**src/hdl/bmm_pkg.sv**
```systemverilog
// Shared types and constants for the block matrix multiply core.
package bmm_pkg;

  localparam int DimW     = 4;
  localparam int IdxW     = 3;
  localparam int DataW    = 32;
  localparam int ProdW    = 2 * DataW;
  localparam int AccW     = ProdW + IdxW;
  localparam int FracBits = 16;
  localparam int CfgIdxW  = 2;

  localparam logic [1:0] OpWriteA  = 2'd0;
  localparam logic [1:0] OpWriteB  = 2'd1;
  localparam logic [1:0] OpCompute = 2'd2;

  localparam logic [CfgIdxW-1:0] CfgRowsOfA  = 2'd0;
  localparam logic [CfgIdxW-1:0] CfgInnerSize = 2'd1;
  localparam logic [CfgIdxW-1:0] CfgColsOfB  = 2'd2;

  typedef struct packed {
    logic [1:0]              op;
    logic [IdxW-1:0]         row_index;
    logic [IdxW-1:0]         col_index;
    logic signed [DataW-1:0] element_value;
  } in_item_t;

  typedef struct packed {
    logic [IdxW-1:0]         out_row;
    logic [IdxW-1:0]         out_col;
    logic signed [DataW-1:0] out_value;
    logic                    last;
  } out_item_t;

  // Effective sizes, already clamped to 1..MAX_DIM.
  typedef struct packed {
    logic [DimW-1:0] m;
    logic [DimW-1:0] n;
    logic [DimW-1:0] p;
  } dims_t;

  typedef struct packed {
    logic            rd_en;
    logic [IdxW-1:0] row;
    logic [IdxW-1:0] k;
    logic [IdxW-1:0] col;
    logic            first;
    logic            dot_last;
    logic            elem_last;
  } cmd_t;

  typedef struct packed {
    logic out_fire;
  } status_t;

  typedef enum logic [2:0] {
    ST_IDLE  = 3'b001,
    ST_ISSUE = 3'b010,
    ST_WAIT  = 3'b100
  } state_e;

endpackage

```
**src/hdl/bmm_ctrl.sv**
```systemverilog
// Sequencer that walks the result elements and the dot-product terms.
module bmm_ctrl (
  input  logic              clk_i,
  input  logic              rst_ni,
  input  bmm_pkg::dims_t    dims_i,
  input  logic              in_valid_i,
  input  logic [1:0]        in_op_i,
  output logic              in_ready_o,
  input  bmm_pkg::status_t  status_i,
  output bmm_pkg::cmd_t     cmd_o
);
  import bmm_pkg::*;

  state_e          state_q, state_d;
  logic [IdxW-1:0] i_q, i_d, j_q, j_d, k_q, k_d;
  logic            k_end, j_end, i_end;

  assign k_end = ({1'b0, k_q} == dims_i.n - DimW'(1));
  assign j_end = ({1'b0, j_q} == dims_i.p - DimW'(1));
  assign i_end = ({1'b0, i_q} == dims_i.m - DimW'(1));

  assign in_ready_o = (state_q == ST_IDLE);

  always_comb begin
    cmd_o.rd_en     = (state_q == ST_ISSUE);
    cmd_o.row       = i_q;
    cmd_o.k         = k_q;
    cmd_o.col       = j_q;
    cmd_o.first     = (k_q == '0);
    cmd_o.dot_last  = k_end;
    cmd_o.elem_last = i_end && j_end;
  end

  always_comb begin
    state_d = state_q;
    i_d     = i_q;
    j_d     = j_q;
    k_d     = k_q;
    case (state_q)
      ST_IDLE: begin
        if (in_valid_i && in_op_i == OpCompute) begin
          state_d = ST_ISSUE;
          i_d     = '0;
          j_d     = '0;
          k_d     = '0;
        end
      end
      ST_ISSUE: begin
        if (k_end) begin
          state_d = ST_WAIT;
        end else begin
          k_d = k_q + IdxW'(1);
        end
      end
      ST_WAIT: begin
        // hold until the finished element is taken, then advance
        if (status_i.out_fire) begin
          k_d = '0;
          if (i_end && j_end) begin
            state_d = ST_IDLE;
          end else if (j_end) begin
            state_d = ST_ISSUE;
            j_d     = '0;
            i_d     = i_q + IdxW'(1);
          end else begin
            state_d = ST_ISSUE;
            j_d     = j_q + IdxW'(1);
          end
        end
      end
      default: state_d = ST_IDLE;
    endcase
  end

  always_ff @(posedge clk_i or negedge rst_ni) begin
    if (!rst_ni) begin
      state_q <= ST_IDLE;
      i_q     <= '0;
      j_q     <= '0;
      k_q     <= '0;
    end else begin
      state_q <= state_d;
      i_q     <= i_d;
      j_q     <= j_d;
      k_q     <= k_d;
    end
  end

endmodule

```
**config.mk**
```make
export PLATFORM = sky130hd
export DESIGN_NAME = bmm_ctrl
export DESIGN_NICKNAME = d
export VERILOG_FILES = /design/src/hdl/bmm_pkg.sv /design/src/hdl/bmm_ctrl.sv
export SDC_FILE = /design/constraint.sdc
export NUM_CORES = 1
export LEC_CHECK = 0
export BUFFER_PORTS_ARGS = -buffer_cell sky130_fd_sc_hd__buf_2
export CORE_MARGIN = 5
export CORE_UTILIZATION = 40
export CTS_BUF_LIST = sky130_fd_sc_hd__clkbuf_4 sky130_fd_sc_hd__clkbuf_8
export DETAILED_ROUTE_END_ITERATION = 7
export PLACE_DENSITY_LB_ADDON = 0.15
export RECOVER_POWER = 50
export SKIP_LAST_GASP = 1
export SYNTH_ARGS = -nofsm -noshare
export SYNTH_HDL_FRONTEND = slang
export SYNTH_SLANG_ARGS = --single-unit
export TNS_END_PERCENT = 50
```
**constraint.sdc**
```tcl
create_clock -name clk_i -period 5.4 [get_ports clk_i]
set_input_delay 0 -clock clk_i [delete_from_list [all_inputs] [get_ports clk_i]]
set_output_delay 0 -clock clk_i [all_outputs]
set_load 0.05 [all_outputs]
```
==> reports/results.tsv, run 1 <==
metric	value	unit
status	completed	
Setup TNS	0	ns
Synth Cell Area	1023	sq um
antenna violations before repair	0	
Post-Synthesis Cells	117	
FF-to-FF path depth	5	
cell class contributing the biggest share of worst-path delay	simple AND/OR/NAND/NOR gates	
DRT Pass-1 Iters	4	
postcts setup bufs	0	
Initial Util	41.69	%
Bufs on Longest Clock Path	2	
total number of H-tree levels	1	
Tmin final	2.376	ns
CP startpoint kind	register	
drt drc	0	
Max IR drop VDD	0.1637	mV
Layout Nets	176	
Area Growth Syn to Fin	19.56	%
Synth warnings	0	
Finished Cell Area	1224	sq um
CTS tree	done	
Seq/Total Area, Yosys	29.46	%
Slowest Stage Delay on Critical Path	0.52	ns
Die Y	60.59	um
Die ar.	3671	sq um
Net Count, Synth	142	
row count	18	
ratio of cells with drive above 1 in the final layout	23.33	%
Post-Route Utilization	49.85	%
final slew viol count	0	
worst endpoint required time	5.40	ns
Vias/cell	5.233	
worst skew pair latency	0.28	ns
crit-path max FO	8	
fmax	0.4209	GHz
HPWL after DPL	1838	um
worst slack, placed	3.338	ns
crit end category	primary output	
CTS root buffer	clkbuf_4	
Diodes inserted	0	
RSZ-0062 raised after global routing	no	
largest net degree at the start of global routing	13	
Worst Path Buf+Inv	1	
total CTS buffers	3	
Pleak	0.5682	nW
die width	60.59	um
Clock transition at path regs	0.08	ns
critical path type	reg2out	
Placeable Area	2455	sq um
Sink Count	12	
Synth Register Bits	12	
Detailed Route WL	2288	um
slack of the critical path	3.024	ns
actual slew at the worst max-slew pin	0.7112	ns
clock skew	0.008694	ns
crit-path cells	xor2_1 > or4_1 > a311oi_4 > and2_4 > buf_2	
PD cells	188.3	nW/um^2
Cells on Worst Hold Path	3	
slowest CP cell	or4_1	
Via Count	942	
Critical Path AT	2.38	ns
Rel. slew slack	52.59	%
Critical Path Stages	5	
gr usage total	14.01	%
hold crit path type	in2reg	
num ports	32	
first-pass GRT wire length	3946	um
vias in the first global route	933	
placer congestion estimate	0.7500	
Yosys cell types	38	
Post-Syn Area per Cell	8.748	sq um
Hold Vio Cnt, Final	0	
Routed Antenna Nets	0	
dpl cell area	1194	sq um
1st-iter DRT viols	31	
final setup vio count	0	
# port buffers	31	
Min Hold Slack	0.03920	ns
Avg WL per Cell	12.71	um
grt total ovfl	0	
Tcrit/Tclk final	43.99	%
Max-cap violations	0	
==> sequential cells by signal, indices dropped and copies added (netlist names) <==
| register | flops |
|---|---|
| i_q | 3 |
| j_q | 3 |
| k_q | 3 |
| state_q | 3 |
==> synthesized netlist by cell type <==
cell type,count,area (sq um)
a21o_2,1,8.760
a21oi_1,3,15.01
a311oi_4,1,26.28
a31oi_1,2,12.51
a32oi_1,1,8.760
and2_4,1,8.760
and3_1,1,6.260
and3_2,1,7.510
and3b_1,1,8.760
and4bb_2,1,12.51
buf_4,3,22.52
dfrtp_1,11,275.3
dfstp_2,1,26.28
ha_1,7,87.58
inv_1,14,52.55
mux2i_1,3,30.03
nand2_1,11,41.29
nand2b_1,2,12.51
nand3_1,4,20.02
nand3b_1,3,22.52
nand4_1,2,12.51
nand4b_1,2,17.52
nor2_1,9,33.78
nor2b_1,2,12.51
nor3_1,3,15.01
nor3b_2,1,12.51
nor3b_4,1,18.77
o211ai_1,2,15.01
o21a_1,1,7.510
o21ai_0,4,20.02
o22ai_1,1,6.260
o2bb2ai_1,1,8.760
o311ai_0,1,8.760
o31ai_1,1,7.510
or4_1,3,22.52
or4bb_1,1,11.26
xnor2_1,9,78.83
xor2_1,1,8.760
==> area by class of cell <==
cell class / count / area [sq um]
clock buffers: 4 / 30.03
fillers: 272 / 1231
inverters: 14 / 52.55
multi-input cells: 88 / 646.9
flip-flops and latches: 12 / 301.5
well taps: 30 / 37.54
repair buffers: 32 / 155.1
==> metal layers <==
layer | vias up | GRT usage (%) | part of all wire [%]
met1 | 448 | 16.45 | 44
met4 | 0 | 2.786 | 0.57
met2 | 15 | 25.50 | 50
li1 | 477 | - | -
met5 | - | 0 | 0
met3 | 2 | 3.830 | 5.5
==> power breakdown <==
group / internal (W) / switching [W]
combinational: 0.0000231 / 0.0000437
sequential: 0.0000930 / 0.00000507
clock: 0.0000337 / 0.0000318
total: 0.000150 / 0.0000806
==> final timing paths <==
check                      startpoint  slack [ns]          to
max                            i_q[2]        3.02    cmd_o[0]
min                          status_i        0.04  state_q[1]
max reg2reg                    i_q[2]        3.34  state_q[1]
min reg2reg                state_q[0]        0.55  state_q[2]
max in group asynchronous      rst_ni        4.67      k_q[2]
min in group asynchronous      rst_ni        0.28      j_q[2]
==> cell families (layout without fill, tap and decap cells) <==
kind of cell | after synthesis | after routing | synth area share [%]
compound gates | 19 | 19 | 14.18
mux | 3 | 3 | 2.934
fa+ha+maj | 7 | 7 | 8.557
flops | 12 | 12 | 29.46
simple gates | 49 | 49 | 28.97
xor+xnor | 10 | 10 | 8.558
buf+inv | 17 | 50 | 7.335
==> stage by stage <==
step / power, W / cells
final: 0.0002304 / 180
after CTS: 0.0002336 / 180
after global routing: 0.0002436 / 180
after detailed placement: 0.0001670 / 175
after global placement: 0.0001652 / 175
after floorplan: 0.0001471 / 117
==> layout by cell type, fill, tap and decap left out, types with 2 or more instances in the layout <==
cell type	instances
dfrtp_1	11
a31oi_1	2
clkbuf_1	8
o211ai_1	2
nor3_1	3
xnor2_1	9
clkbuf_4	4
nand3_1	4
buf_2	23
nand4b_1	2
nand2b_1	2
nand2_1	11
o21ai_0	4
nor2b_1	2
mux2i_1	3
a21oi_1	3
ha_1	7
or4_1	3
nand3b_1	3
inv_1	14
nor2_1	9
nand4_1	2
==> worst register-to-register path: cells and delay by family (launching register included) <==
| family | cells | cell delay (ns) |
|---|---|---|
| flops | 1 | 0.43 |
| xor+xnor | 1 | 0.20 |
| simple gates | 2 | 0.74 |
| compound gates | 2 | 0.56 |
==> what timing repair did <==
item                      4_1_cts  5_1_grt
hold endpoints to repair       12        0
hold buffers                    1        0
gates resized for setup         0        0
(Power assumes the default switching activity.)
==> run 2: changes to the inputs <==
- ABC_AREA: default -> 1
- clock period: 5.4 -> 2.4 ns (I/O delays scaled with it)
==> reports/results.tsv, run 2 <==
metric	value	unit	change
total number of H-tree levels	1		unchanged
Die ar.	3954	sq um	was 3671 sq um
Bufs on Longest Clock Path	2		unchanged
Sink Count	12		unchanged
fmax	0.6204	GHz	
antenna violations before repair	0		unchanged
Rel. slew slack	56.29	%	was 52.59%
actual slew at the worst max-slew pin	0.6557	ns	was 0.7112 ns
highest-count cells in the layout ignoring fill and taps	nand2_1 (50), inv_1 (23), buf_2 (23), nor2_1 (12), dfrtp_1 (11)		was buf_2 (23), inv_1 (14), nand2_1 (11), dfrtp_1 (11)
number of flops mapped to enable cells by yosys	0		unchanged
Reg area	301.5	sq um	unchanged
# resized after CTS	0		unchanged
Final Power	0.0009464	W	was 0.0002304 W
Via Count	1047		was 942
worst skew pair latency	0.27	ns	was 0.28 ns
Tmin final	1.612	ns	
Pleak	0.7536	nW	was 0.5682 nW
grt total ovfl	0		unchanged
final setup vio count	0		unchanged
Synth warnings	0		unchanged
Hold Vio Cnt, Final	0		unchanged
Area Growth Syn to Fin	18.23	%	was 19.56%
hold crit path type	in2reg		unchanged
Filler Cells Inserted	293		was 272
Seq pwr share	28.4	%	was 42.6%
HPWL after DPL	1806	um	was 1838 um
DRT Pass-1 Iters	4		unchanged
cell accounting for the most synthesized area	dfrtp_1		unchanged
FF-to-FF path depth	8		was 5
Detailed Route WL	2231	um	was 2288 um
ys flop type	dfrtp_1		unchanged
multi-input logic area	688.2	sq um	was 646.9 sq um
Clock transition at path regs	0.08	ns	about the same
Cells on Worst Hold Path	3		unchanged
Placeable Area	2710	sq um	was 2455 sq um
vias in the first global route	978		was 933
gr usage total	11.59	%	was 14.01%
CP startpoint kind	register		unchanged
Avg WL per Cell	9.960	um	was 12.71 um
top-count cell post-synth	nand2_1		was inv_1
CTS tree	done		unchanged
Vias/cell	4.674		was 5.233
crit end category	primary output		unchanged
sw power	0.0004803	W	was 0.00008058 W
Pint	0.0004662	W	was 0.0001498 W
Comb power frac	56.3	%	was 29.0%
Net Count, Synth	185		was 142
critical path type	reg2out		unchanged
most common cell after layout, fill and taps aside	nand2_1		was buf_2
slack of the critical path	0.7882	ns	was 3.024 ns
status	completed		unchanged
Tcrit/Tclk final	67.16	%	
placer congestion estimate	0.8212		was 0.7500
postcts setup bufs	0		unchanged
Max-cap violations	0		unchanged
Post-synth ARST share	100.0	%	unchanged
synth top area cells	dfrtp_1 (25%), nand2_1 (17%), ha_1 (7.8%)		was dfrtp_1 (27%), ha_1 (8.6%), xnor2_1 (7.7%)
Post-Syn Area per Cell	6.991	sq um	was 8.748 sq um
Seq/Total Area, Yosys	26.96	%	was 29.46%
PD cells	715.6	nW/um^2	was 188.3 nW/um^2
Synth Cell Area	1119	sq um	was 1023 sq um
ratio of cells with drive above 1 in the final layout	24.87	%	was 23.33%
row count	19		was 18
Layout Nets	219		was 176
Yosys top cell area share	24.61	%	was 26.89%
Routed Antenna Nets	0		unchanged
Clock power frac	15.3	%	was 28.4%
total CTS buffers	3		unchanged
Sw Share	50.74	%	was 34.98%
clock skew	0.001309	ns	was 0.008694 ns
Max IR drop VDD	0.8728	mV	was 0.1637 mV
Yosys cell types	29		was 38
Setup TNS	0	ns	unchanged
Diodes inserted	0		unchanged
Critical Path AT	1.61	ns	was 2.38 ns
CTS root buffer	clkbuf_4		unchanged
first-pass GRT wire length	3933	um	was 3946 um
Die Y	62.88	um	was 60.59 um
Post-Synthesis Cells	160		was 117
num ports	32		unchanged
worst slack, placed	0.9112	ns	was 3.338 ns
drt drc	0		unchanged
RSZ-0062 raised after global routing	no		unchanged
Synth Register Bits	12		unchanged
1st-iter DRT viols	40		was 31
die width	62.88	um	was 60.59 um
final slew viol count	0		unchanged
Initial Util	41.27	%	was 41.69%
crit-path max FO	5		was 8
largest net degree at the start of global routing	13		unchanged
top post-synthesis cells by count	nand2_1 (50), inv_1 (23), nor2_1 (12)		was inv_1 (14), dfrtp_1 (11), nand2_1 (11)
worst endpoint required time	2.40	ns	was 5.40 ns
# port buffers	31		unchanged
run 2: area by class of cell:
cell class                      count  area share [%]
Inverter                           29           8.231
Timing Repair Buffer               32           11.73
Multi-Input combinational cell    116           52.03
Clock buffer                        4           2.271
Sequential cell                    12           22.80
Tap cell                           31           2.933
run 2: cell families after synthesis:
family	share of synthesized area (%)
and+or+nand+nor	43.18
buffers and inverters	11.52
DFF	26.96
xor gates and xnor gates	6.264
AOI/OAI and AO/OA	4.250
adders and majority gates	7.830
run 2: timing repair:
| item | in CTS | in global routing |
|---|---|---|
| hold buffers | 1 | 0 |
| hold endpoints to repair | 12 | 0 |
| setup endpoints to repair | 0 | 0 |
run 2: through the flow:
step	cells	cell area (sq um)	hold WS, ns	util [%]
after floorplan	160	1119	-0.2956	-
after global placement	219	1292	-0.1054	47.69
after detailed placement	219	1292	-0.1021	47.69
after CTS	224	1333	0.01310	49.17
after global routing	224	1323	0.02440	48.80
final	224	1323	0.01955	48.80
run 2: final timing paths:
kind | from | end | slack (ns)
worst max-delay path | j_q[0] | cmd_o[0] | 0.79
worst min-delay path | status_i | state_q[2] | 0.02
worst max register to register | state_q[0] | i_q[1] | 0.90
worst min register to register | i_q[1] | i_q[1] | 0.56
max in group asynchronous | rst_ni | state_q[2] | 1.71
min in group asynchronous | rst_ni | i_q[0] | 0.27
run 2: critical path, cell delays in order, from the launching register on:
cell,delay (ns)
dfrtp_1,0.42
inv_1,0.08
nand2_1,0.08
nand2_2,0.06
nor2_4,0.13
nand3_2,0.13
nor3_1,0.15
buf_2,0.29
run 2: power groups by stage:
| stage | sequential, W | combinational [W] | clock, W |
|---|---|---|---|
| floorplan | 0.000307 | 0.000405 | 0 |
| global placement | 0.000273 | 0.000532 | 0 |
| detailed placement | 0.000271 | 0.000539 | 0 |
| CTS | 0.000269 | 0.000540 | 0.000149 |
| global route | 0.000273 | 0.000590 | 0.000164 |
| finish | 0.000269 | 0.000533 | 0.000145 |
run 2: per-layer routing:
metal	up-vias	track usage (%)	share of wire, %
li1	561	-	-
met1	464	14.76	48
met2	20	19.10	46
met3	2	3.058	5.3
met4	0	3.183	0.63
met5	-	0	0
